==> config.mk <==
export PLATFORM = sky130hd
export DESIGN_NAME = nfjh_div
export DESIGN_NICKNAME = d
export VERILOG_FILES = /design/src/sv/notch_filter_with_jitter_histogram_unit_defines.svh /design/src/sv/nfjh_pkg.sv /design/src/sv/nfjh_div.sv
export SDC_FILE = /design/constraint.sdc
export NUM_CORES = 1
export LEC_CHECK = 0
export ABC_AREA = 1
export BUFFER_PORTS_ARGS = -buffer_cell sky130_fd_sc_hd__buf_2
export CAP_MARGIN = 20
export CELL_PAD_IN_SITES_DETAIL_PLACEMENT = 1
export CELL_PAD_IN_SITES_GLOBAL_PLACEMENT = 1
export CORE_UTILIZATION = 42
export CTS_CLUSTER_SIZE = 8
export DETAILED_ROUTE_END_ITERATION = 10
export PLACE_DENSITY = 0.82
export SETUP_SLACK_MARGIN = 0.1
export SLEW_MARGIN = 25
export SYNTH_ARGS = -nofsm -noshare
export SYNTH_HDL_FRONTEND = slang
export SYNTH_SLANG_ARGS = --single-unit
==> constraint.sdc <==
create_clock -name clk_i -period 12.3 [get_ports clk_i]
set_clock_uncertainty 0.2 [all_clocks]
set_input_delay 2.46 -clock clk_i [delete_from_list [all_inputs] [get_ports clk_i]]
set_output_delay 2.46 -clock clk_i [all_outputs]
set_load 0.005 [all_outputs]
==> src/sv/notch_filter_with_jitter_histogram_unit_defines.svh <==
// ----------------------------------------------------------------------------
// notch filter with jitter histogram: assertion macros
// Shared concurrent assertion forms, sampled on clk_i and disabled in reset.
// ----------------------------------------------------------------------------
`ifndef NOTCH_FILTER_WITH_JITTER_HISTOGRAM_UNIT_DEFINES_SVH
`define NOTCH_FILTER_WITH_JITTER_HISTOGRAM_UNIT_DEFINES_SVH

// same-cycle implication
`define NFJH_ASSERT_IMPLIES(label, ante, cons, msg) \
  label: assert property (@(posedge clk_i) disable iff (!rst_ni) (ante) |-> (cons)) \
    else $error(msg);

// next-cycle implication
`define NFJH_ASSERT_NEXT(label, ante, cons, msg) \
  label: assert property (@(posedge clk_i) disable iff (!rst_ni) (ante) |=> (cons)) \
    else $error(msg);

`endif

==> src/sv/nfjh_pkg.sv <==
// ----------------------------------------------------------------------------
// nfjh_pkg
// Widths, constants and shared types of the notch filter / jitter histogram.
// ----------------------------------------------------------------------------
package nfjh_pkg;

  // field widths
  localparam int SAMPLE_W = 10;
  localparam int STAMP_W  = 32;
  localparam int PCOUNT_W = 16;
  localparam int FILT_W   = 16;
  localparam int JIT_W    = 32;
  localparam int TPU_W    = 8;
  localparam int CFG_IDX_W = 2;
  localparam int CFG_DATA_W = 32;

  // histogram
  localparam int BINS  = 64;
  localparam int BIN_W = $clog2(BINS);
  localparam int CNT_W = 16;
  localparam logic [CNT_W-1:0] CNT_MAX = {CNT_W{1'b1}};
  localparam logic signed [JIT_W-1:0] BIN_LO = -(BINS / 2);
  localparam logic signed [JIT_W-1:0] BIN_HI = BINS / 2;
  localparam logic signed [JIT_W-1:0] MIN_RESET = 10000000;

  // divider: restoring, DIV_STEPS quotient bits per pipeline stage
  localparam int DIV_W      = STAMP_W;
  localparam int DIV_STEPS  = 4;
  localparam int DIV_STAGES = DIV_W / DIV_STEPS;

  // notch accumulator
  localparam int ACC_W  = 27;
  localparam int FRAC_W = 8;
  localparam logic signed [ACC_W-1:0] K_X0   = 256;
  localparam logic signed [ACC_W-1:0] K_X1   = 503;
  localparam logic signed [ACC_W-1:0] K_X2   = 256;
  localparam logic signed [ACC_W-1:0] K_Y1   = 498;
  localparam logic signed [ACC_W-1:0] K_Y2   = 251;
  localparam logic signed [ACC_W-1:0] K_RND  = 128;
  localparam logic signed [ACC_W-1:0] ONE_S  = 1;
  localparam logic signed [ACC_W-1:0] ZERO_S = 0;

  // configuration reset values
  localparam logic [STAMP_W-1:0]  PERIOD_RESET = 25000;
  localparam logic [TPU_W-1:0]    TPU_RESET    = 50;
  localparam logic [PCOUNT_W-1:0] RUN_RESET    = 10000;

  typedef enum logic [CFG_IDX_W-1:0] {
    CFG_PERIOD = 2'd0,
    CFG_TPU    = 2'd1,
    CFG_RUN    = 2'd2
  } cfg_reg_e;

  // per-item tag running beside the divider
  typedef struct packed {
    logic                     valid;
    logic                     active;
    logic                     timed;
    logic signed [FILT_W-1:0] filtered;
  } tag_t;

  // item entering the histogram stage
  typedef struct packed {
    logic                     valid;
    logic                     active;
    logic                     timed;
    logic signed [FILT_W-1:0] filtered;
    logic signed [JIT_W-1:0]  jitter;
  } hist_in_t;

  // finished result
  typedef struct packed {
    logic                     valid;
    logic                     active;
    logic                     timed;
    logic signed [FILT_W-1:0] filtered;
    logic signed [JIT_W-1:0]  jitter;
    logic [BIN_W-1:0]         bin;
    logic [CNT_W-1:0]         count;
    logic signed [JIT_W-1:0]  max_jit;
    logic signed [JIT_W-1:0]  min_jit;
  } res_t;

endpackage

==> src/sv/nfjh_div.sv <==
// ----------------------------------------------------------------------------
// nfjh_div
// Pipelined restoring divider, narrow divisor, a few quotient bits per stage.
// ----------------------------------------------------------------------------
module nfjh_div (
  input  logic                          clk_i,
  input  logic                          adv_i,
  input  logic [nfjh_pkg::DIV_W-1:0]    dividend_i,
  input  logic [nfjh_pkg::TPU_W-1:0]    divisor_i,
  output logic [nfjh_pkg::DIV_W-1:0]    quotient_o
);
  import nfjh_pkg::*;

  typedef struct packed {
    logic [TPU_W-1:0] rem;
    logic [DIV_W-1:0] dq;
  } div_st_t;

  div_st_t st_q [DIV_STAGES];

  function automatic div_st_t div_steps(div_st_t s, logic [TPU_W-1:0] d);
    logic [TPU_W:0] t;
    div_st_t        r;
    r = s;
    for (int i = 0; i < DIV_STEPS; i++) begin
      t    = {r.rem, r.dq[DIV_W-1]};
      r.dq = {r.dq[DIV_W-2:0], 1'b0};
      if (t >= {1'b0, d}) begin
        r.rem   = TPU_W'(t - {1'b0, d});
        r.dq[0] = 1'b1;
      end else begin
        r.rem = t[TPU_W-1:0];
      end
    end
    return r;
  endfunction

  for (genvar k = 0; k < DIV_STAGES; k++) begin : g_stage
    div_st_t st_in;
    if (k == 0) begin : g_first
      assign st_in = '{rem: '0, dq: dividend_i};
    end else begin : g_next
      assign st_in = st_q[k-1];
    end
    always_ff @(posedge clk_i) begin
      if (adv_i) begin
        st_q[k] <= div_steps(st_in, divisor_i);
      end
    end
  end

  // remainder of the last stage is dropped
  assign quotient_o = st_q[DIV_STAGES-1].dq;

endmodule

Word level (Yosys, flattened, before mapping)
Memory sizes are Yosys's and may differ from the RTL's. Cells that the tools add are included.

Flip-flop bits (word level): 0. RAM bits: 320. Output and inout port bits: 32. Word-level logic and storage cells: 195. Memories: 1.

Add/subtract/negate cells: 32. Order comparisons: 32. Muxes and demuxes: 130.

Memory list: st_q (words 8, width 40, rd ports 8, clocked after memory_dff 0, write ports 8, line nfjh_div.sv:19) `div_st_t st_q [DIV_STAGES];`.

Operators by type and width (count): $mux 8 (64); $ge 9x8->1 (31); $sub 8x8->8 (31); $mux 1 (66); $ge 1x8->1 (1); $sub 1x8->8 (1).

Depth between registers and ports, before layout
An unclocked memory read counts as a cell.

Word-level depth: 13. Mapped depth: 48.

Worst setup path after synthesis
Ideal clock, no wire load.

Kind: in2reg. From: in divisor_i[1] in the netlist's numbering. To: mem st_q[1][72] in the netlist's numbering, data pin. Arrival time: 9.116 ns. Setup slack: 2.732 ns. Stages on the path: 41. Cells stage by stage: inv_1 ha_1 nand2_1 nor2_1 nand2_1 nand2_1 a21oi_2 nand2_4 buf_6 nand2_1 o21a_1 inv_1 ha_1 a21oi_2 o21ai_2 nand3_2 nand3_2 a21oi_2 (+5 left out) inv_1 o311ai_0 a21oi_2 nand2_4 buf_6 nand2_1 o21ai_2 ha_1 a21oi_1 nand2_1 nand4_1 o211ai_1 a21oi_1 o41ai_1 inv_1 nand3_2 nand2_1 nand2_1.

RTL lines: from (decl) (line nfjh_div.sv:9) `input logic [nfjh_pkg::TPU_W-1:0] divisor_i,`; to (decl) (line nfjh_div.sv:19).

==> flow_summary_export.csv <==
group,metric,value,unit
sta,relSlewSlack,37.0,%
critical_path,r2r-end,"st_q[0][159]$_DFFE_PP_",
final_layout,largest_reg_flops,312,
drt,via_count,18700,
synthesis,synth_simple_gate_area_share,22.7,%
synthesis,synthesis.area,23500,µm²
grt,grt_pass1_vias,20100,
sta,worst_slew_pin_slew,0.944,ns
critical_path,cp.arrival,10.21,ns
clock_tree,clk_latency,0.57,ns
floorplan,die_area,57000,µm²
clock_tree,clk_pin_slew,0.05,ns
placement,routabilityCongestion,0.893,
final_layout,largestRegisters,"st_q x312",
synthesis,synth.area.mux_share,0,%
floorplan,die_h,239,µm
drt,routed-wl-met2,30.7,mm
drt,viasPerCell,5.25,
sta,final_max_slew_viol_count,0,
critical_path,cpMostUsedCell,"nand2_1",
drt,wl_per_cell,17.5,µm
grt,grt_pass1_wl,102,mm
clock_tree,cts_tree,"built",
synthesis,synth_xor_area_share,5.36,%
clock_tree,cts_buffer_depth,3,
sta,final-hold-violation-count,0,
synthesis,synth_top_area_cell,"edfxtp_1",
synthesis,synth-main-ff-cell,"edfxtp_1",
floorplan,start_util,42.6,%
grt,grt_overflow,0,
sta,fin_setup_tns,0,ns
synthesis,postSynth.asyncResetShare,0,%
placement,place_hpwl,47.8,mm
hold_path,hold_class,"flop to flop",
critical_path,endpoint_kind,"flop",
final_layout,top_register,"st_q",
grt,grt_use_total,22.3,%
drt,drcViolationCount,0,
drt,wl_met1,27.3,mm
synthesis,syn_nets,3003,
final_layout,fillers,6524,
outcome,status,"finished, final reports clean",
synthesis,synth_fa_ha_area_share,15.8,%
critical_path,worstSetupPathType,"input pin to flop",
critical_path,rrSetupSlack,4.64,ns
grt,grt_max_degree,101,
critical_path,start_kind,"input pin",
clock_tree,hold_buffers,0,
synthesis,synth_edf_count,312,
floorplan,io_pins,74,
critical_path,worstPathMaxFanout,13,
critical_path,reg2regPathDepth,40,
critical_path,crit_path_end,"st_q[1][120]$_DFFE_PP_",
final_layout,final_cell_mix,"nand2_1, inv_1, edfxtp_1",
clock_tree,cts_buffers,46,
drt,highest_layer,"met5",
clock_tree,cts.sinks,312,
sta,rsz0062_at_grt,"no",
synthesis,synth_top_family_by_area,"simple AND/OR/NAND/NOR gates",
drt,ant_nets,0,
critical_path,cpPeakStageDelay,0.68,ns
final_layout,nets,3131,
final_layout,ff_latch_area,9370,µm²
synthesis,synth_top_area_share,39.8,%
drt,met3_length,2.50,mm
clock_tree,cts_resized,0,
final_layout,multi_input_area,12500,µm²
synthesis,synth_cells,2681,
sta,max_freq,0.0990,GHz
clock_tree,cts_root_buf,"clkbuf_16",
run,maxCapViolCount,0,
clock_tree,cts_setup_buffers,0,
final_layout,drive_gt1_share,12.2,%
clock_tree,h-tree-depth,2,
synthesis,synth_compound_area_share,9.41,%
final_layout,final_common_cell,"nand2_1",
synthesis,yosys_warnings,0,
synthesis,synth_area_leaders,"edfxtp_1, ha_1, nand2_1",
critical_path,crit_required,12.40,ns
grt,antenna_found_initial,2,
critical_path,r2r_start,"st_q[0][113]$_DFFE_PP_",
synthesis,syn_area_per_cell,8.78,µm²
drt,routed_wl,62.4,mm
critical_path,crit_start,"divisor_i[4]",
final_layout,synthToLayoutAreaGrowth,10.8,%
synthesis,yosysSeqAreaShare,39.8,%
floorplan,die_w,239,µm
placement,port_buffers,73,
critical_path,crit_slowest_cell,"inv_1",
sta,fin_crit,10.10,ns
drt,first_pass_iters,5,
synthesis,synthDistinctLibCells,57,
floorplan,rows,86,
sta,setup_viol,0,
synthesis,synth_seq_cells,312,
sta,final.period_utilization,82.1,%
drt,drtIter0Drc,829,
floorplan,fp.coreArea,55200,µm²
-- critical path, delay by kind of cell --
family	cells	cell delay [ns]
compound gates	15	3.29
buf+inv	4	1.21
fa+ha+maj	4	1.25
simple gates	14	1.96
-- stage by stage --
stage                     setup WS (ns)  util, %  instance area (µm²)  std cells  hold WS (ns)
after detailed placement           1.63     45.0                24900       3509         0.205
after global routing               1.37     47.2                26100       3567         0.215
final                              2.20     47.2                26100       3567         0.205
after global placement             1.89     45.0                24900       3509         0.201
after floorplan                    2.73        -                23500       2681         0.200
after CTS                          2.22     47.2                26100       3566         0.212
-- Yosys cell counts (4+ instances only) --
cell type / count
nor2_2: 9
xnor2_1: 57
inv_1: 354
fa_1: 30
nand2_1: 696
o211ai_1: 9
nor3_1: 22
nand3_1: 117
a31oi_1: 6
a21oi_1: 171
nor2_4: 8
o21bai_1: 7
buf_6: 12
nand2_4: 14
a21boi_0: 5
a21o_1: 9
o21a_1: 9
nand3b_1: 13
buf_4: 6
nand2_2: 42
edfxtp_1: 312
nand4_1: 34
o21ai_2: 31
inv_2: 20
nand4_2: 5
or2_2: 13
o311ai_0: 4
o21ai_0: 58
nor2_1: 165
nand3_2: 22
o21ai_1: 30
xor2_1: 87
a21oi_2: 17
ha_1: 250
-- how the worst min path moves through the flow --
stage                          start                endpoint  slack, ns  cells past startpoint
6_report        st_q[1][3]$_DFFE_PP_   st_q[1][47]$_DFFE_PP_       0.21                      0
3_3_place_gp    st_q[1][3]$_DFFE_PP_   st_q[1][47]$_DFFE_PP_       0.20                      0
3_5_place_dp   st_q[0][12]$_DFFE_PP_   st_q[0][56]$_DFFE_PP_       0.21                      0
2_1_floorplan  st_q[0][56]$_DFFE_PP_  st_q[0][100]$_DFFE_PP_       0.20                      0
5_1_grt         st_q[1][3]$_DFFE_PP_   st_q[1][47]$_DFFE_PP_       0.21                      0
4_1_cts         st_q[1][3]$_DFFE_PP_   st_q[1][47]$_DFFE_PP_       0.21                      0
-- routing by layer --
| metal | global-route usage [%] | up-vias |
|---|---|---|
| li1 | - | 9229 |
| met1 | 27.3 | 9039 |
| met2 | 39.4 | 308 |
| met3 | 3.58 | 133 |
| met4 | 7.71 | 2 |
| met5 | 0 | - |
-- cells by family (layout without fill, tap and decap cells) --
| family | Yosys count | count (layout) |
|---|---|---|
| xor gates and xnor gates | 144 | 144 |
| buffers and inverters | 399 | 536 |
| adders and majority gates | 280 | 280 |
| AOI/OAI and AO/OA | 370 | 370 |
| and+or+nand+nor | 1176 | 1176 |
| other | 0 | 1 |
| DFF | 312 | 312 |
-- final cells by class --
class                           instances  area share (%)
Sequential cell                       312            35.9
Clock inverter                          5           0.106
Multi-Input combinational cell       1970            48.1
Antenna cell                            1         0.00960
Clock buffer                           52            4.58
Timing Repair Buffer                  100            2.23
Inverter                              379            5.48
Tap cell                              748            3.59
Power is left out: the tool's default activity adds up to more than one toggle a clock period on the data nets, which glitch-free logic cannot reach.
