===== src/sv/notch_filter_with_jitter_histogram_unit_defines.svh =====
// ----------------------------------------------------------------------------
// notch filter with jitter histogram: assertion macros
// Shared concurrent assertion forms, sampled on clk_i and disabled in reset.
// ----------------------------------------------------------------------------
`ifndef NOTCH_FILTER_WITH_JITTER_HISTOGRAM_UNIT_DEFINES_SVH
`define NOTCH_FILTER_WITH_JITTER_HISTOGRAM_UNIT_DEFINES_SVH

// same-cycle implication
`define NFJH_ASSERT_IMPLIES(label, ante, cons, msg) \
  label: assert property (@(posedge clk_i) disable iff (!rst_ni) (ante) |-> (cons)) \
    else $error(msg);

// next-cycle implication
`define NFJH_ASSERT_NEXT(label, ante, cons, msg) \
  label: assert property (@(posedge clk_i) disable iff (!rst_ni) (ante) |=> (cons)) \
    else $error(msg);

`endif


===== src/sv/nfjh_pkg.sv =====
// ----------------------------------------------------------------------------
// nfjh_pkg
// Widths, constants and shared types of the notch filter / jitter histogram.
// ----------------------------------------------------------------------------
package nfjh_pkg;

  // field widths
  localparam int SAMPLE_W = 10;
  localparam int STAMP_W  = 32;
  localparam int PCOUNT_W = 16;
  localparam int FILT_W   = 16;
  localparam int JIT_W    = 32;
  localparam int TPU_W    = 8;
  localparam int CFG_IDX_W = 2;
  localparam int CFG_DATA_W = 32;

  // histogram
  localparam int BINS  = 64;
  localparam int BIN_W = $clog2(BINS);
  localparam int CNT_W = 16;
  localparam logic [CNT_W-1:0] CNT_MAX = {CNT_W{1'b1}};
  localparam logic signed [JIT_W-1:0] BIN_LO = -(BINS / 2);
  localparam logic signed [JIT_W-1:0] BIN_HI = BINS / 2;
  localparam logic signed [JIT_W-1:0] MIN_RESET = 10000000;

  // divider: restoring, DIV_STEPS quotient bits per pipeline stage
  localparam int DIV_W      = STAMP_W;
  localparam int DIV_STEPS  = 4;
  localparam int DIV_STAGES = DIV_W / DIV_STEPS;

  // notch accumulator
  localparam int ACC_W  = 27;
  localparam int FRAC_W = 8;
  localparam logic signed [ACC_W-1:0] K_X0   = 256;
  localparam logic signed [ACC_W-1:0] K_X1   = 503;
  localparam logic signed [ACC_W-1:0] K_X2   = 256;
  localparam logic signed [ACC_W-1:0] K_Y1   = 498;
  localparam logic signed [ACC_W-1:0] K_Y2   = 251;
  localparam logic signed [ACC_W-1:0] K_RND  = 128;
  localparam logic signed [ACC_W-1:0] ONE_S  = 1;
  localparam logic signed [ACC_W-1:0] ZERO_S = 0;

  // configuration reset values
  localparam logic [STAMP_W-1:0]  PERIOD_RESET = 25000;
  localparam logic [TPU_W-1:0]    TPU_RESET    = 50;
  localparam logic [PCOUNT_W-1:0] RUN_RESET    = 10000;

  typedef enum logic [CFG_IDX_W-1:0] {
    CFG_PERIOD = 2'd0,
    CFG_TPU    = 2'd1,
    CFG_RUN    = 2'd2
  } cfg_reg_e;

  // per-item tag running beside the divider
  typedef struct packed {
    logic                     valid;
    logic                     active;
    logic                     timed;
    logic signed [FILT_W-1:0] filtered;
  } tag_t;

  // item entering the histogram stage
  typedef struct packed {
    logic                     valid;
    logic                     active;
    logic                     timed;
    logic signed [FILT_W-1:0] filtered;
    logic signed [JIT_W-1:0]  jitter;
  } hist_in_t;

  // finished result
  typedef struct packed {
    logic                     valid;
    logic                     active;
    logic                     timed;
    logic signed [FILT_W-1:0] filtered;
    logic signed [JIT_W-1:0]  jitter;
    logic [BIN_W-1:0]         bin;
    logic [CNT_W-1:0]         count;
    logic signed [JIT_W-1:0]  max_jit;
    logic signed [JIT_W-1:0]  min_jit;
  } res_t;

endpackage


===== src/sv/nfjh_notch.sv =====
// ----------------------------------------------------------------------------
// nfjh_notch
// Second-order notch section; feed-forward terms are summed one sample ahead.
// ----------------------------------------------------------------------------
module nfjh_notch (
  input  logic                                clk_i,
  input  logic                                rst_ni,
  input  logic                                load_i,
  input  logic [nfjh_pkg::SAMPLE_W-1:0]       sample_i,
  output logic signed [nfjh_pkg::FILT_W-1:0]  filtered_o
);
  import nfjh_pkg::*;

  logic [SAMPLE_W-1:0]      x1_q;
  logic signed [FILT_W-1:0] y1_q;
  logic signed [ACC_W-1:0]  pre_q, pre_d;
  logic signed [ACC_W-1:0]  x0_e, x1_e, y1_e, num, quo;
  logic                     neg_frac;

  assign x0_e = {{(ACC_W-SAMPLE_W){1'b0}}, sample_i};
  assign x1_e = {{(ACC_W-SAMPLE_W){1'b0}}, x1_q};
  assign y1_e = {{(ACC_W-FILT_W){y1_q[FILT_W-1]}}, y1_q};

  // pre_q already holds 256*x2 - 503*x1 - 251*y2 + 128
  assign num = x0_e * K_X0 + y1_e * K_Y1 + pre_q;

  // divide by 256 toward zero
  assign neg_frac = num[ACC_W-1] && (num[FRAC_W-1:0] != '0);
  assign quo      = (num >>> FRAC_W) + (neg_frac ? ONE_S : ZERO_S);

  assign filtered_o = quo[FILT_W-1:0];

  // terms for the next sample: x2 <- x1, x1 <- x0, y2 <- y1
  assign pre_d = x1_e * K_X2 - x0_e * K_X1 - y1_e * K_Y2 + K_RND;

  always_ff @(posedge clk_i or negedge rst_ni) begin
    if (!rst_ni) begin
      x1_q  <= '0;
      y1_q  <= '0;
      pre_q <= K_RND;
    end else if (load_i) begin
      x1_q  <= sample_i;
      y1_q  <= quo[FILT_W-1:0];
      pre_q <= pre_d;
    end
  end

endmodule


===== config.mk =====
export PLATFORM = sky130hd
export DESIGN_NAME = nfjh_notch
export DESIGN_NICKNAME = d
export VERILOG_FILES = /design/src/sv/notch_filter_with_jitter_histogram_unit_defines.svh /design/src/sv/nfjh_pkg.sv /design/src/sv/nfjh_notch.sv
export SDC_FILE = /design/constraint.sdc
export NUM_CORES = 1
export LEC_CHECK = 0
export BUFFER_PORTS_ARGS = -buffer_cell sky130_fd_sc_hd__buf_4
export CORE_ASPECT_RATIO = 0.8
export CORE_UTILIZATION = 60
export DETAILED_ROUTE_END_ITERATION = 10
export PLACE_DENSITY = 0.76
export SYNTH_ARGS = -nofsm -noshare
export SYNTH_HDL_FRONTEND = slang
export SYNTH_SLANG_ARGS = --single-unit

===== constraint.sdc =====
create_clock -name clk_i -period 10.15 [get_ports clk_i]
set_input_delay 0.5075 -clock clk_i [delete_from_list [all_inputs] [get_ports clk_i]]
set_output_delay 0.5075 -clock clk_i [all_outputs]
set_load 0.005 [all_outputs]

# Word level (Yosys, flattened, before mapping)
# Cells that the tools add are included.
# word_totals
ff_bits	53
in_bits	13
output_inout_bits	16
elab_cells	15
# classes
addsub	6
mul	3
muxes	1
reduce_logical	2
# op_table
op	count
$mul 16x9->25 const B	2
$add 19x26->27	1
$add 26x9->27 const B	1
$add 27x27->27	1
$sub 20x25->26	1
$sub 18x19->20	1
$mul 10x9->19 const B	1
$add 16x2->16	1
$reduce_bool 8->1	1
$logic_and 1x1->1	1
$mux 1	1

# Longest topological paths before layout
# logic_depth
ltp_word	7
mapped_depth	36
depth_no_buf	35

# Worst setup path after synthesis
# OpenSTA, ideal clock, no wires.
# synth_timing
kind	reg2out
from	register y1_q[2]
to	output port filtered_o[15] in the netlist's numbering
arrival_ps	7847
t_required_ps	9643
slack_ps	1796
stages_incl_launch_ff	33
path_buffers	0
path_cell_list	dfrtp_1 inv_1 fa_1 inv_1 ha_1 inv_1 fa_1 fa_1 inv_1 ha_1 nor2b_1 o21ai_0 a21bo_2 a211oi_1 o41ai_1 o21ai_0 a21oi_1 xnor2_1 ha_1 ha_1 and3_1 a311oi_1 o21ai_0 a41o_1 mux2i_1 or3_1 a21oi_1 ha_1 nand4_4 nor2b_1 or4b_1 or3_1 nand2_1
# synth_between
elab_chain_len	7
# synth_lines
item	line	source
from (decl)	nfjh_notch.sv:15	logic signed [FILT_W-1:0] y1_q;
from (signal assigned)	nfjh_notch.sv:43	y1_q <= quo[FILT_W-1:0];
$mul 16x9->25 (*)	nfjh_notch.sv:25	assign num = x0_e * K_X0 + y1_e * K_Y1 + pre_q;
$add 19x26->27 (*)	nfjh_notch.sv:25	
$add 27x27->27 (*)	nfjh_notch.sv:25	
$reduce_bool 8->1	nfjh_notch.sv:28	assign neg_frac = num[ACC_W-1] && (num[FRAC_W-1:0] != '0);
$logic_and 1x1->1	nfjh_notch.sv:28	
$mux 1	nfjh_notch.sv:29	assign quo = (num >>> FRAC_W) + (neg_frac ? ONE_S : ZERO_S);
$add 16x2->16 (*)	nfjh_notch.sv:29	
to (decl)	nfjh_notch.sv:10	output logic signed [nfjh_pkg::FILT_W-1:0] filtered_o
# Mark *: on every way between the ends. The rest lies on a longest branch, timed or not.

# Worst setup path after layout
# layout_timing
from	register y1_q[2]
to	output port filtered_o[12] in the netlist's numbering
# The elaborated chain is that of the path after synthesis.

==> key figures <==
Clocking
  – Clk_lat worst skew: 0.32 ns
  – Setup repair bufs after CTS: 0
  – CTS Root Cell: clkbuf_16
  – Max clock buf depth: 2
  – CTS tree: built
  – Num CTS Buffers: 5
  – CTS sink cnt: 53
  – CTS clk-pin slew, worst paths: roughly 0.090 ns
  – H-tree depth: 2

Logic synthesis
  – Mapped Nets: a little under 2000
  – Largest family of logic cells by synthesized area: adder cells
  – Largest cells by area after synthesis: fa_1, ha_1, dfrtp_1, inv_1, xnor2_1
  – Sequential fraction of the synthesis area: a little under a tenth
  – Top cell type's share of synthesized area: between 30% and 40%
  – Post-synthesis async set-or-reset flop share: between 90% and 100%
  – Post-Synth Simple-Gate Area: 7.95%
  – Post-Syn Area: approximately 14000 um^2
  – Post-Synth XOR/XNOR Area: between 5 and 6%
  – Area leader, netlist: fa_1
  – Mean Syn Cell Area: 9.74 um^2
  – Compound-Gate Fraction of Synth Area: a little over a tenth
  – Synth Instances: ~1400
  – Top FF cell, synth: dfrtp_1
  – #FFs+latches synth: 53
  – Synth warn: 0
  – Library cells used by synthesis: 75
  – Adder-cell area share of the yosys netlist: between 50% and 60%
  – Mux contribution to synthesized area: between 2 and 2.5%
  – Post-synth EDFFs: 0

GRT
  – First-pass GRT wire length: between 50 and 60 mm
  – Gr usage total: roughly 29%
  – Vias in the first global route: 10200
  – Congestion Overflow GR: 0
  – Largest net degree at the start of global routing: just under 80
  – Initial antenna violation count: 0

Timing
  – Hold Worst Slack: 0.287 ns
  – Fin. max-slew vios: 0
  – Clk_skew: ~0.011 ns
  – Worst slew margin: 36.4%
  – Final period util: roughly 96%
  – Total Neg Setup Slack: 0 ns
  – Final Hold Fails: 0
  – Setup violators final: 0
  – RSZ-0062 raised after global routing: no
  – Worst-Margin Slew: 0.954 ns
  – Achievable frequency: roughly 0.10 GHz
  – Post-layout minimum cycle time: 9.70 ns

Status
  – Status: completed

Setup path
  – CP max stage cell: fa_1
  – Type of the worst setup path: reg -> out
  – Critical Path AT: between 9 and 10 ns
  – Crit path largest cell delay: around 0.61 ns
  – Buf/Inv on CP: 6
  – Crit path max fanout: 10
  – Crit end category: output port
  – Delay-heaviest family, CP: adder cells
  – Worst path required time: 9.64 ns
  – Startpoint Class: flip-flop

Placement
  – Gpl congestion: roughly 0.92
  – # port buffers: 28
  – Placed Area: around 15000 um^2
  – Hpwl dp: 27.0 mm

Floorplan
  – Die Wd: between 150 and 200 um
  – Die area: around 24000 um^2
  – CORE AREA: 22700 um^2
  – Die height: about 140 um
  – Num ports: 29
  – Initial Util: between 60% and 70%
  – FP Rows: 49

Cells and area
  – Filler cells: ~1800
  – Share of cells above drive strength 1: ~6.2%
  – Multi-input gate area: 11400 um^2
  – Layout area overhead: 5.25%
  – Final Cell Area: about 15000 um^2
  – ANT cells: 0
  – Util after Layout: roughly two thirds
  – Nets@finish: roughly 2000
  – Sequential cell area: 1340 um^2

Drt
  – Post-DRT Antenna Nets: 0
  – Router iterations before antenna repair: 5
  – Initial DRC Count: 615
  – Detailed-route wire length: 31.8 mm
  – Via count: just under 10000
  – Vias per Instance: approximately 5.6
  – Drt drc: 0
  – WL per Instance: 18.0 um

Min path
  – Worst Hold Class: in -> async

Flow run
  – # Max-Cap Violations: 0
==> layout make-up <==
cell class                 count  share of cell area (%)
clock buffer                   5                   0.850
clock inverter                 3                   0.144
inverter                     323                    8.23
multi-input combinational   1044                    77.3
sequential                    53                    9.08
tap                          306                    2.60
timing repair buffer          35                    1.78
==> Yosys cell counts, types with 3 or more instances <==
master    instances
a211oi_1          6
a21boi_0          4
a21o_1           26
a21oi_1          48
a31oi_1           8
and2_1            5
and3_1            8
buf_4             3
clkbuf_1         12
dfrtp_1          52
fa_1            217
ha_1            271
inv_1           323
mux2_2           19
mux2i_1           7
nand2_1          75
nand2b_1          9
nand3_1          21
nand3b_1          5
nand4_1           4
nor2_1           43
nor2b_1          11
nor3_1           14
nor3b_1           3
nor4_1            3
o211ai_1         12
o21a_1            8
o21ai_0          57
o21bai_1         10
o221ai_1          3
o22ai_1           3
o31ai_1           3
or2_2             3
or3_1             8
xnor2_1          54
xor2_1           30
==> cell usage in the layout, fill, tap and decap left out, types with 3 or more instances in the layout <==
| master | synthesis | routed |
|---|---|---|
| inv_1 | 323 | 323 |
| ha_1 | 271 | 271 |
| fa_1 | 217 | 217 |
| nand2_1 | 75 | 75 |
| o21ai_0 | 57 | 56 |
| xnor2_1 | 54 | 54 |
| a21oi_1 | 48 | 48 |
| dfrtp_1 | 52 | 44 |
| nor2_1 | 43 | 43 |
| buf_4 | 3 | 35 |
| xor2_1 | 30 | 29 |
| a21o_1 | 26 | 26 |
| nand3_1 | 21 | 21 |
| mux2_2 | 19 | 19 |
| nor3_1 | 14 | 14 |
| o211ai_1 | 12 | 12 |
| nor2b_1 | 11 | 11 |
| o21bai_1 | 10 | 10 |
| nand2b_1 | 9 | 9 |
| o21a_1 | 8 | 8 |
| and3_1 | 8 | 8 |
| or3_1 | 8 | 8 |
| a31oi_1 | 8 | 8 |
| dfrtp_2 | 0 | 8 |
| mux2i_1 | 7 | 7 |
| a211oi_1 | 6 | 6 |
| and2_1 | 5 | 5 |
| nand3b_1 | 5 | 5 |
| clkbuf_16 | 0 | 5 |
| a21boi_0 | 4 | 4 |
| nand4_1 | 4 | 4 |
| o31ai_1 | 3 | 3 |
| nor3b_1 | 3 | 3 |
| o22ai_1 | 3 | 3 |
| or2_2 | 3 | 3 |
| o21ai_1 | 2 | 3 |
| nor4_1 | 3 | 3 |
| o221ai_1 | 3 | 3 |
==> sequential cells by signal (all words and copies together) (netlist names) <==
register,cells
x1_q,10
y1_q,16
pre_q,27
==> final timing paths <==
path / to / slack, ns / depth (start not counted) / start
max: filtered_o[12] / 0.45 / 34 / y1_q[2]
min: pre_q[4] / 0.29 / 1 / rst_ni
max reg2reg: y1_q[12] / 1.11 / 34 / y1_q[2]
min reg2reg: pre_q[25] / 0.53 / 2 / pre_q[25]
max in group asynchronous: y1_q[6] / 9.25 / 1 / rst_ni
min in group clk_i: x1_q[7] / 0.45 / 3 / sample_i[7]
==> worst register-to-register path: cells and delay by family, from the launching register on <==
family	cells	cell delay, ns
xor gates and xnor gates	2	0.33
muxes	2	0.41
DFF	1	0.55
buffers and inverters	5	0.42
adders and majority gates	9	3.73
and+or+nand+nor	6	1.18
AOI/OAI and AO/OA	10	2.33
==> routing by layer <==
metal | part of all wire, % | routed length [um] | GRT usage (%)
met1 | 48 | 15400 | 43.2
met2 | 42 | 13200 | 41.5
met3 | 9.1 | 2890 | 8.33
met4 | 1.1 | 338 | 3.91
met5 | 0 | 0 | 0
==> kinds of logic after synthesis <==
logic type	count (synthesis)
flops	53
fa+ha+maj	488
mux	27
compound gates	222
xor+xnor	85
buf+inv	340
simple gates	222
==> per-stage QoR <==
step | worst slack [ns] | instances
after floorplan | 1.80 | 1437
after global placement | 0.510 | 1761
after detailed placement | 0.469 | 1761
after CTS | 0.0794 | 1769
after global routing | 0.00408 | 1769
final | 0.453 | 1769
==> what timing repair did <==
action / in CTS / in global routing
endpoints found under the setup margin: 0 / 9
gates resized for setup: 0 / 11
hold buffers: 0 / 0
Power is not shown: default switching activity piles up to over one toggle a cycle in this logic, so the estimate is an artifact.
