==> config.mk <==
export PLATFORM = sky130hd
export DESIGN_NAME = nfjh_hist
export DESIGN_NICKNAME = d
export VERILOG_FILES = /design/src/sv/notch_filter_with_jitter_histogram_unit_defines.svh /design/src/sv/nfjh_pkg.sv /design/src/sv/nfjh_hist.sv
export SDC_FILE = /design/constraint.sdc
export NUM_CORES = 2
export LEC_CHECK = 0
export BUFFER_PORTS_ARGS = -buffer_cell sky130_fd_sc_hd__buf_2
export CORE_ASPECT_RATIO = 2
export CORE_UTILIZATION = 35
export CTS_CLUSTER_SIZE = 28
export DETAILED_ROUTE_END_ITERATION = 10
export PLACE_DENSITY_LB_ADDON = 0.08
export SLEW_MARGIN = 30
export SYNTH_ARGS = -nofsm -noshare
export SYNTH_HDL_FRONTEND = slang
export SYNTH_SLANG_ARGS = --single-unit
==> constraint.sdc <==
create_clock -name clk_i -period 5.15 [get_ports clk_i]
set_clock_uncertainty 0.1 [all_clocks]
set_input_delay 0.515 -clock clk_i [delete_from_list [all_inputs] [get_ports clk_i]]
set_output_delay 0.515 -clock clk_i [all_outputs]
set_load 0.02 [all_outputs]
==> src/sv/notch_filter_with_jitter_histogram_unit_defines.svh <==
// ----------------------------------------------------------------------------
// notch filter with jitter histogram: assertion macros
// Shared concurrent assertion forms, sampled on clk_i and disabled in reset.
// ----------------------------------------------------------------------------
`ifndef NOTCH_FILTER_WITH_JITTER_HISTOGRAM_UNIT_DEFINES_SVH
`define NOTCH_FILTER_WITH_JITTER_HISTOGRAM_UNIT_DEFINES_SVH

// same-cycle implication
`define NFJH_ASSERT_IMPLIES(label, ante, cons, msg) \
  label: assert property (@(posedge clk_i) disable iff (!rst_ni) (ante) |-> (cons)) \
    else $error(msg);

// next-cycle implication
`define NFJH_ASSERT_NEXT(label, ante, cons, msg) \
  label: assert property (@(posedge clk_i) disable iff (!rst_ni) (ante) |=> (cons)) \
    else $error(msg);

`endif

==> src/sv/nfjh_pkg.sv <==
// ----------------------------------------------------------------------------
// nfjh_pkg
// Widths, constants and shared types of the notch filter / jitter histogram.
// ----------------------------------------------------------------------------
package nfjh_pkg;

  // field widths
  localparam int SAMPLE_W = 10;
  localparam int STAMP_W  = 32;
  localparam int PCOUNT_W = 16;
  localparam int FILT_W   = 16;
  localparam int JIT_W    = 32;
  localparam int TPU_W    = 8;
  localparam int CFG_IDX_W = 2;
  localparam int CFG_DATA_W = 32;

  // histogram
  localparam int BINS  = 64;
  localparam int BIN_W = $clog2(BINS);
  localparam int CNT_W = 16;
  localparam logic [CNT_W-1:0] CNT_MAX = {CNT_W{1'b1}};
  localparam logic signed [JIT_W-1:0] BIN_LO = -(BINS / 2);
  localparam logic signed [JIT_W-1:0] BIN_HI = BINS / 2;
  localparam logic signed [JIT_W-1:0] MIN_RESET = 10000000;

  // divider: restoring, DIV_STEPS quotient bits per pipeline stage
  localparam int DIV_W      = STAMP_W;
  localparam int DIV_STEPS  = 4;
  localparam int DIV_STAGES = DIV_W / DIV_STEPS;

  // notch accumulator
  localparam int ACC_W  = 27;
  localparam int FRAC_W = 8;
  localparam logic signed [ACC_W-1:0] K_X0   = 256;
  localparam logic signed [ACC_W-1:0] K_X1   = 503;
  localparam logic signed [ACC_W-1:0] K_X2   = 256;
  localparam logic signed [ACC_W-1:0] K_Y1   = 498;
  localparam logic signed [ACC_W-1:0] K_Y2   = 251;
  localparam logic signed [ACC_W-1:0] K_RND  = 128;
  localparam logic signed [ACC_W-1:0] ONE_S  = 1;
  localparam logic signed [ACC_W-1:0] ZERO_S = 0;

  // configuration reset values
  localparam logic [STAMP_W-1:0]  PERIOD_RESET = 25000;
  localparam logic [TPU_W-1:0]    TPU_RESET    = 50;
  localparam logic [PCOUNT_W-1:0] RUN_RESET    = 10000;

  typedef enum logic [CFG_IDX_W-1:0] {
    CFG_PERIOD = 2'd0,
    CFG_TPU    = 2'd1,
    CFG_RUN    = 2'd2
  } cfg_reg_e;

  // per-item tag running beside the divider
  typedef struct packed {
    logic                     valid;
    logic                     active;
    logic                     timed;
    logic signed [FILT_W-1:0] filtered;
  } tag_t;

  // item entering the histogram stage
  typedef struct packed {
    logic                     valid;
    logic                     active;
    logic                     timed;
    logic signed [FILT_W-1:0] filtered;
    logic signed [JIT_W-1:0]  jitter;
  } hist_in_t;

  // finished result
  typedef struct packed {
    logic                     valid;
    logic                     active;
    logic                     timed;
    logic signed [FILT_W-1:0] filtered;
    logic signed [JIT_W-1:0]  jitter;
    logic [BIN_W-1:0]         bin;
    logic [CNT_W-1:0]         count;
    logic signed [JIT_W-1:0]  max_jit;
    logic signed [JIT_W-1:0]  min_jit;
  } res_t;

endpackage

==> src/sv/nfjh_hist.sv <==
// ----------------------------------------------------------------------------
// nfjh_hist
// Histogram memory read-modify-write with forwarding, plus min/max tracking.
// ----------------------------------------------------------------------------
module nfjh_hist (
  input  logic                clk_i,
  input  logic                rst_ni,
  input  logic                adv_i,
  input  nfjh_pkg::hist_in_t  in_i,
  output nfjh_pkg::res_t      res_o
);
  import nfjh_pkg::*;

  logic [CNT_W-1:0]        mem_q [BINS];
  logic [BINS-1:0]         vld_q;
  logic [CNT_W-1:0]        rd_q;
  logic                    rd_vld_q;
  logic                    fwd_q;
  logic [CNT_W-1:0]        fwd_cnt_q;
  hist_in_t                r_q;
  logic [BIN_W-1:0]        r_bin_q;
  logic signed [JIT_W-1:0] max_q, min_q;

  logic signed [JIT_W-1:0] jit_off;
  logic [BIN_W-1:0]        bin_sel;
  logic [CNT_W-1:0]        cnt_cur, cnt_new;
  logic                    wr_en;
  logic signed [JIT_W-1:0] max_new, min_new;

  // clamp jitter + BINS/2 into the bin range
  assign jit_off = in_i.jitter + BIN_HI;
  always_comb begin
    if (in_i.jitter < BIN_LO) begin
      bin_sel = '0;
    end else if (in_i.jitter >= BIN_HI) begin
      bin_sel = BIN_W'(BINS - 1);
    end else begin
      bin_sel = jit_off[BIN_W-1:0];
    end
  end

  // entry never written reads as zero
  always_comb begin
    if (fwd_q) begin
      cnt_cur = fwd_cnt_q;
    end else if (rd_vld_q) begin
      cnt_cur = rd_q;
    end else begin
      cnt_cur = '0;
    end
  end

  assign cnt_new = (cnt_cur == CNT_MAX) ? cnt_cur : cnt_cur + 1'b1;
  assign wr_en   = adv_i && r_q.valid && r_q.timed;

  assign max_new = (r_q.timed && (r_q.jitter > max_q)) ? r_q.jitter : max_q;
  assign min_new = (r_q.timed && (r_q.jitter < min_q)) ? r_q.jitter : min_q;

  always_ff @(posedge clk_i) begin
    if (wr_en) begin
      mem_q[r_bin_q] <= cnt_new;
    end
    if (adv_i) begin
      rd_q      <= mem_q[bin_sel];
      fwd_cnt_q <= cnt_new;
      r_bin_q   <= bin_sel;
    end
  end

  always_ff @(posedge clk_i or negedge rst_ni) begin
    if (!rst_ni) begin
      vld_q    <= '0;
      rd_vld_q <= 1'b0;
      fwd_q    <= 1'b0;
      r_q      <= '0;
      max_q    <= '0;
      min_q    <= MIN_RESET;
    end else if (adv_i) begin
      if (wr_en) begin
        vld_q[r_bin_q] <= 1'b1;
        max_q          <= max_new;
        min_q          <= min_new;
      end
      rd_vld_q <= vld_q[bin_sel];
      // same bin as the item being written back: memory read is stale
      fwd_q    <= wr_en && (bin_sel == r_bin_q);
      r_q      <= in_i;
    end
  end

  always_comb begin
    res_o          = '0;
    res_o.valid    = r_q.valid;
    res_o.active   = r_q.active;
    res_o.timed    = r_q.timed;
    res_o.filtered = r_q.filtered;
    res_o.max_jit  = max_new;
    res_o.min_jit  = min_new;
    if (r_q.timed) begin
      res_o.jitter = r_q.jitter;
      res_o.bin    = r_bin_q;
      res_o.count  = cnt_new;
    end
  end

endmodule

Yosys cells after proc, flatten, opt, wreduce, memory -nomap -nowiden
Memory sizes are Yosys's and may differ from the RTL's. A register that Yosys moved wholly into a read port is not among the register bits.
Cells that the tools add are included.
{"block": "op_classes", "addsub": 2, "order_cmp": 7, "eq_ne": 2, "n_mux": 14, "bitwise_logic": 1, "reduce_logical": 7}
{"cell": "$mux 32", "count": 2}
{"cell": "$or 64x64->64", "count": 1}
{"cell": "$mux 54", "count": 1}
{"cell": "$mux 16", "count": 3}
{"cell": "$ge 32x7->1 const B", "count": 1}
{"cell": "$gt 32x32->1", "count": 1}
{"cell": "$lt 32x32->1", "count": 1}
{"cell": "$lt 32x6->1 const B", "count": 1}
{"cell": "$add 16x1->16 const B", "count": 1}
{"cell": "$eq 16x16->1 const B", "count": 1}
{"cell": "$lt 6x7->1 const B", "count": 2}
{"cell": "$mux 6", "count": 2}
{"cell": "$add 6x6->6 const B", "count": 1}
{"cell": "$bmux 1 s6", "count": 1}
{"cell": "$demux 1 s6", "count": 1}
{"cell": "$eq 6x6->1", "count": 1}
{"cell": "$ge 6x1->1 const B", "count": 1}
{"cell": "$logic_and 1x1->1", "count": 6}
{"cell": "$mux 1", "count": 4}
{"cell": "$reduce_and 2->1", "count": 1}
{"block": "word_totals", "reg_bits": 203, "mem_bits_rw": 1024, "out_inout_bits": 137, "n_memories": 1}
{"name": "mem_q", "words": 64, "word_bits": 16, "rd": 1, "rd_clocked_by_memory_dff": 1, "write_ports": 1, "line_no": "nfjh_hist.sv:14", "rtl": "logic [CNT_W-1:0] mem_q [BINS];"}

Longest topological paths before layout
{"block": "depth", "ltp_word": 5, "ltp_mapped": 15}

Worst setup path after synthesis
OpenSTA, ideal clock, no wires.
{"block": "synth_path", "kind": "register to output", "start": "register fwd_q", "end": "output port res_o[65] (netlist name)", "arrival_time_ps": 5216, "required_time_ps": 4535, "path_slack_ps": -681, "stages_incl_launch_ff": 12, "path_buffers": 3, "cell_sequence": "dfrtp_1 -> clkbuf_1 -> clkbuf_1 -> clkbuf_1 -> a22oi_1 -> inv_1 -> ha_1 -> and3_1 -> nand4b_1 -> nand2b_1 -> o21ai_0 -> and2_1"}
{"item": "from (decl)", "line_no": "nfjh_hist.sv:18", "rtl": "logic fwd_q;"}
{"item": "from (signal assigned)", "line_no": "nfjh_hist.sv:86", "rtl": "fwd_q <= wr_en && (bin_sel == r_bin_q);"}
{"item": "to (decl)", "line_no": "nfjh_hist.sv:10", "rtl": "output nfjh_pkg::res_t res_o"}

==> impl_results.md <==
* Status: finished, final reports clean
* Final ANT Viol Nets at 0
* Clk sinks at 1243
* Average cell area after synthesis at 15.01 um^2
* Via count at 31900
* Crit path time final at 5008 ps
* Final GP Congestion at 0.8561
* Crit path required time at 4530 ps
* Async SR Flop Fraction at 14.56%
* Synth top area cells: edfxtp_1 (61%), dfrtp_1 (8.3%), mux4_2 (4.8%)
* Main synth FF type: edfxtp_1
* Height of the die at 548.9 um
* Least-Margin Pin Slew at 945.4 ps
* Relative slew slack at 36.97%
* Post-synth EDFFs at 1062
* Via density at 5.415
* Post-Route WL at 171000 um
* Leakage at 22.01 nW
* Max Buffers Root-to-Sink at 3
* Syn. warnings at 0
* Slew Viols, Final at 0
* Worst-path clk slew at 70 ps
* Internal reg-to-reg setup slack at 800 ps
* Sequential area share after synthesis at 69.61%
* Crit share post-route at 97.25%
* Root Buffer: clkbuf_16
* H-tree Lvls at 3
* I/O Pins at 191
* Share of the synthesized area in the top cell type at 60.93%
* Largest net degree at the start of global routing at 116
* Yosys top cell by area: edfxtp_1
* Final Setup Violations at 0
* Setup tns final at 0 ps
* Worst Hold Class: in -> reg
* Pwr Density at 410.6 nW/um^2
* Chip width at 275.4 um
* Commonest non-fill, non-tap cell in the layout: edfxtp_1
* Worst path max stage delay at 430 ps
* Starting Density at 35.27%
* Vias in the first global route at 32880
* CTS buffer count at 112
* Wire length per cell at 29.02 um
* Unique masters post-synth at 77
* All-Layer GR Usage at 22.63%
* Antenna violations before repair at 7
* First-pass GRT wire length at 242300 um
* Slowest CP cell: dfrtp_1
* Worst Path Arrival at 4390 ps
* Number of DRC markers in iteration 0 at 2218
* GRT overflow at 0
* # rows at 200
* Setup bufs post-CTS at 0
* Initial DRT Pass Iterations at 5
* Fin area at 61400 um^2
* CTS tree: yes
* Post-DP HPWL at 114400 um
* Clk Latency, worst-skew pair at 730 ps
* Unrepaired setup endpoints after global routing: false
* Syn Inst Count at 3487
* Post-Syn Area at 52340 um^2
* Full die area at 151200 um^2
* Core ar. at 148400 um^2
* Fmax at 199.7 MHz
* Max VDD drop at 269.2 uV
* Area after DPL at 57230 um^2
* Crit start category: flip-flop
* Synth Net Count at 3605
* Critical Path End Type: output port
* Post-route DRC at 0
* IO buf count at 190
* Most frequent cells in the layout: edfxtp_1 (1062), nor2_1 (270), buf_4 (250)
* Final Hold Fails at 0
* Crit path kind: reg -> out
* Worst Path Max Fanout at 26
* Nets at 3989
* Max cap viols at 0
* Seq cells post-synth at 1243
* CP Cell Sequence: buf_4, ha_1, a21o_1, a21o_1, a21oi_1, o21ai_0, a221oi_1, o221ai_2, a22oi_2, buf_4, a22o_1, buf_2
* Area grow syn2layout at 17.32%
* Layout cells sized above 1 at 26.28%
==> synthesized netlist by cell type (all sizes together), types with 5 or more instances <==
| cell type | count |
|---|---|
| a2111oi | 34 |
| a211oi | 20 |
| a21o | 42 |
| a21oi | 89 |
| a22o | 37 |
| a22oi | 14 |
| a32oi | 17 |
| a41oi | 33 |
| and2 | 57 |
| and3 | 25 |
| buf | 108 |
| clkbuf | 124 |
| dfrtp | 173 |
| dfstp | 8 |
| edfxtp | 1062 |
| ha | 64 |
| inv | 108 |
| mux2 | 143 |
| mux2i | 21 |
| mux4 | 112 |
| nand2 | 218 |
| nand3 | 69 |
| nand3b | 6 |
| nand4 | 25 |
| nor2 | 304 |
| nor2b | 5 |
| nor3 | 27 |
| nor3b | 34 |
| nor4 | 42 |
| o211ai | 5 |
| o21ai | 141 |
| o221ai | 86 |
| o22a | 32 |
| o22ai | 65 |
| or2 | 64 |
| or3b | 18 |
| xnor2 | 14 |
==> logic make-up after synthesis <==
logic type	share of synthesized area, %
compound gates	8.676
flops	69.61
buf+inv	2.943
mux	8.298
xor+xnor	0.2845
simple gates	8.661
fa+ha+maj	1.530
==> critical path: cells and delay by family, from the launching register on <==
kind,cells,cell delay [ps]
buf+inv,3,750
compound gates,8,2130
fa+ha+maj,1,310
flops,1,430
==> path summary, 6_finish.rpt <==
| path | from | to | depth (start not counted) |
|---|---|---|---|
| max in group asynchronous | rst_ni | max_q[11]$_DFFE_PN0P_ | 3 |
| worst min-delay path | in_i[24] | r_q[24]$_DFFE_PN0P_ | 2 |
| worst max-delay path | r_q[9]$_DFFE_PN0P_ | res_o[11] | 12 |
| min in group asynchronous | rst_ni | res_o[121]$_DFFE_PN0P_ | 2 |
| worst min register to register | vld_q[15]$_DFFE_PN0P_ | vld_q[15]$_DFFE_PN0P_ | 1 |
| worst max register to register | r_q[9]$_DFFE_PN0P_ | min_q[8]$_DFFE_PN0P_ | 13 |
==> what timing repair did <==
action / in CTS / in global routing
hold buffers: 41 / 0
setup endpoints to repair: 32 / 2
pin swaps: 0 / 0
resized for setup: 1 / 2
hold endpoints to repair: 112 / 0
==> layer usage <==
metal / part of all wire (%) / global-route usage [%] / vias up
li1: - / - / 14220
met1: 36 / 24.25 / 16560
met2: 55 / 43.33 / 865
met3: 4.0 / 2.511 / 245
met4: 5.2 / 10.56 / 4
met5: 0.016 / 0 / -
==> stage by stage <==
stage	total power, W	hold WS (ps)	util (%)	setup slack (ps)	cells
floorplan	0.01477	119.4	-	65.38	3487
global placement	0.01674	343.7	38.55	451.3	5634
detailed placement	0.01677	347.2	38.56	450.4	5634
CTS	0.02550	5.845	41.34	66.02	5887
global route	0.02617	25.71	41.37	39.79	5890
finish	0.02521	41.06	41.38	141.5	5891
==> power breakdown <==
part	internal (W)	switching (W)
Combinational	0.00171	0.00287
Sequential	0.0116	0.000377
Clock	0.00482	0.00384
==> flip-flops by register name, summed over array words and instances (netlist names) <==
| signal | flops |
|---|---|
| r_q | 32 |
| vld_q | 64 |
| fwd_q | 1 |
| res_o | 19 |
| fwd_cnt_q | 16 |
| rd_vld_q | 1 |
| rd_q | 16 |
| mem_q | 1024 |
| max_q | 32 |
| min_q | 32 |
| r_bin_q | 6 |
==> layout make-up <==
class	instances	area, um^2
clock buffers	158	3079
flip-flops and latches	1243	36430
repair buffers	502	3690
diodes	3	7.507
well taps	1919	2401
multi-input cells	1902	14740
clock inverters	54	628.1
inverters	110	425.4
fillers	13670	86990
(Power assumes the default switching activity.)
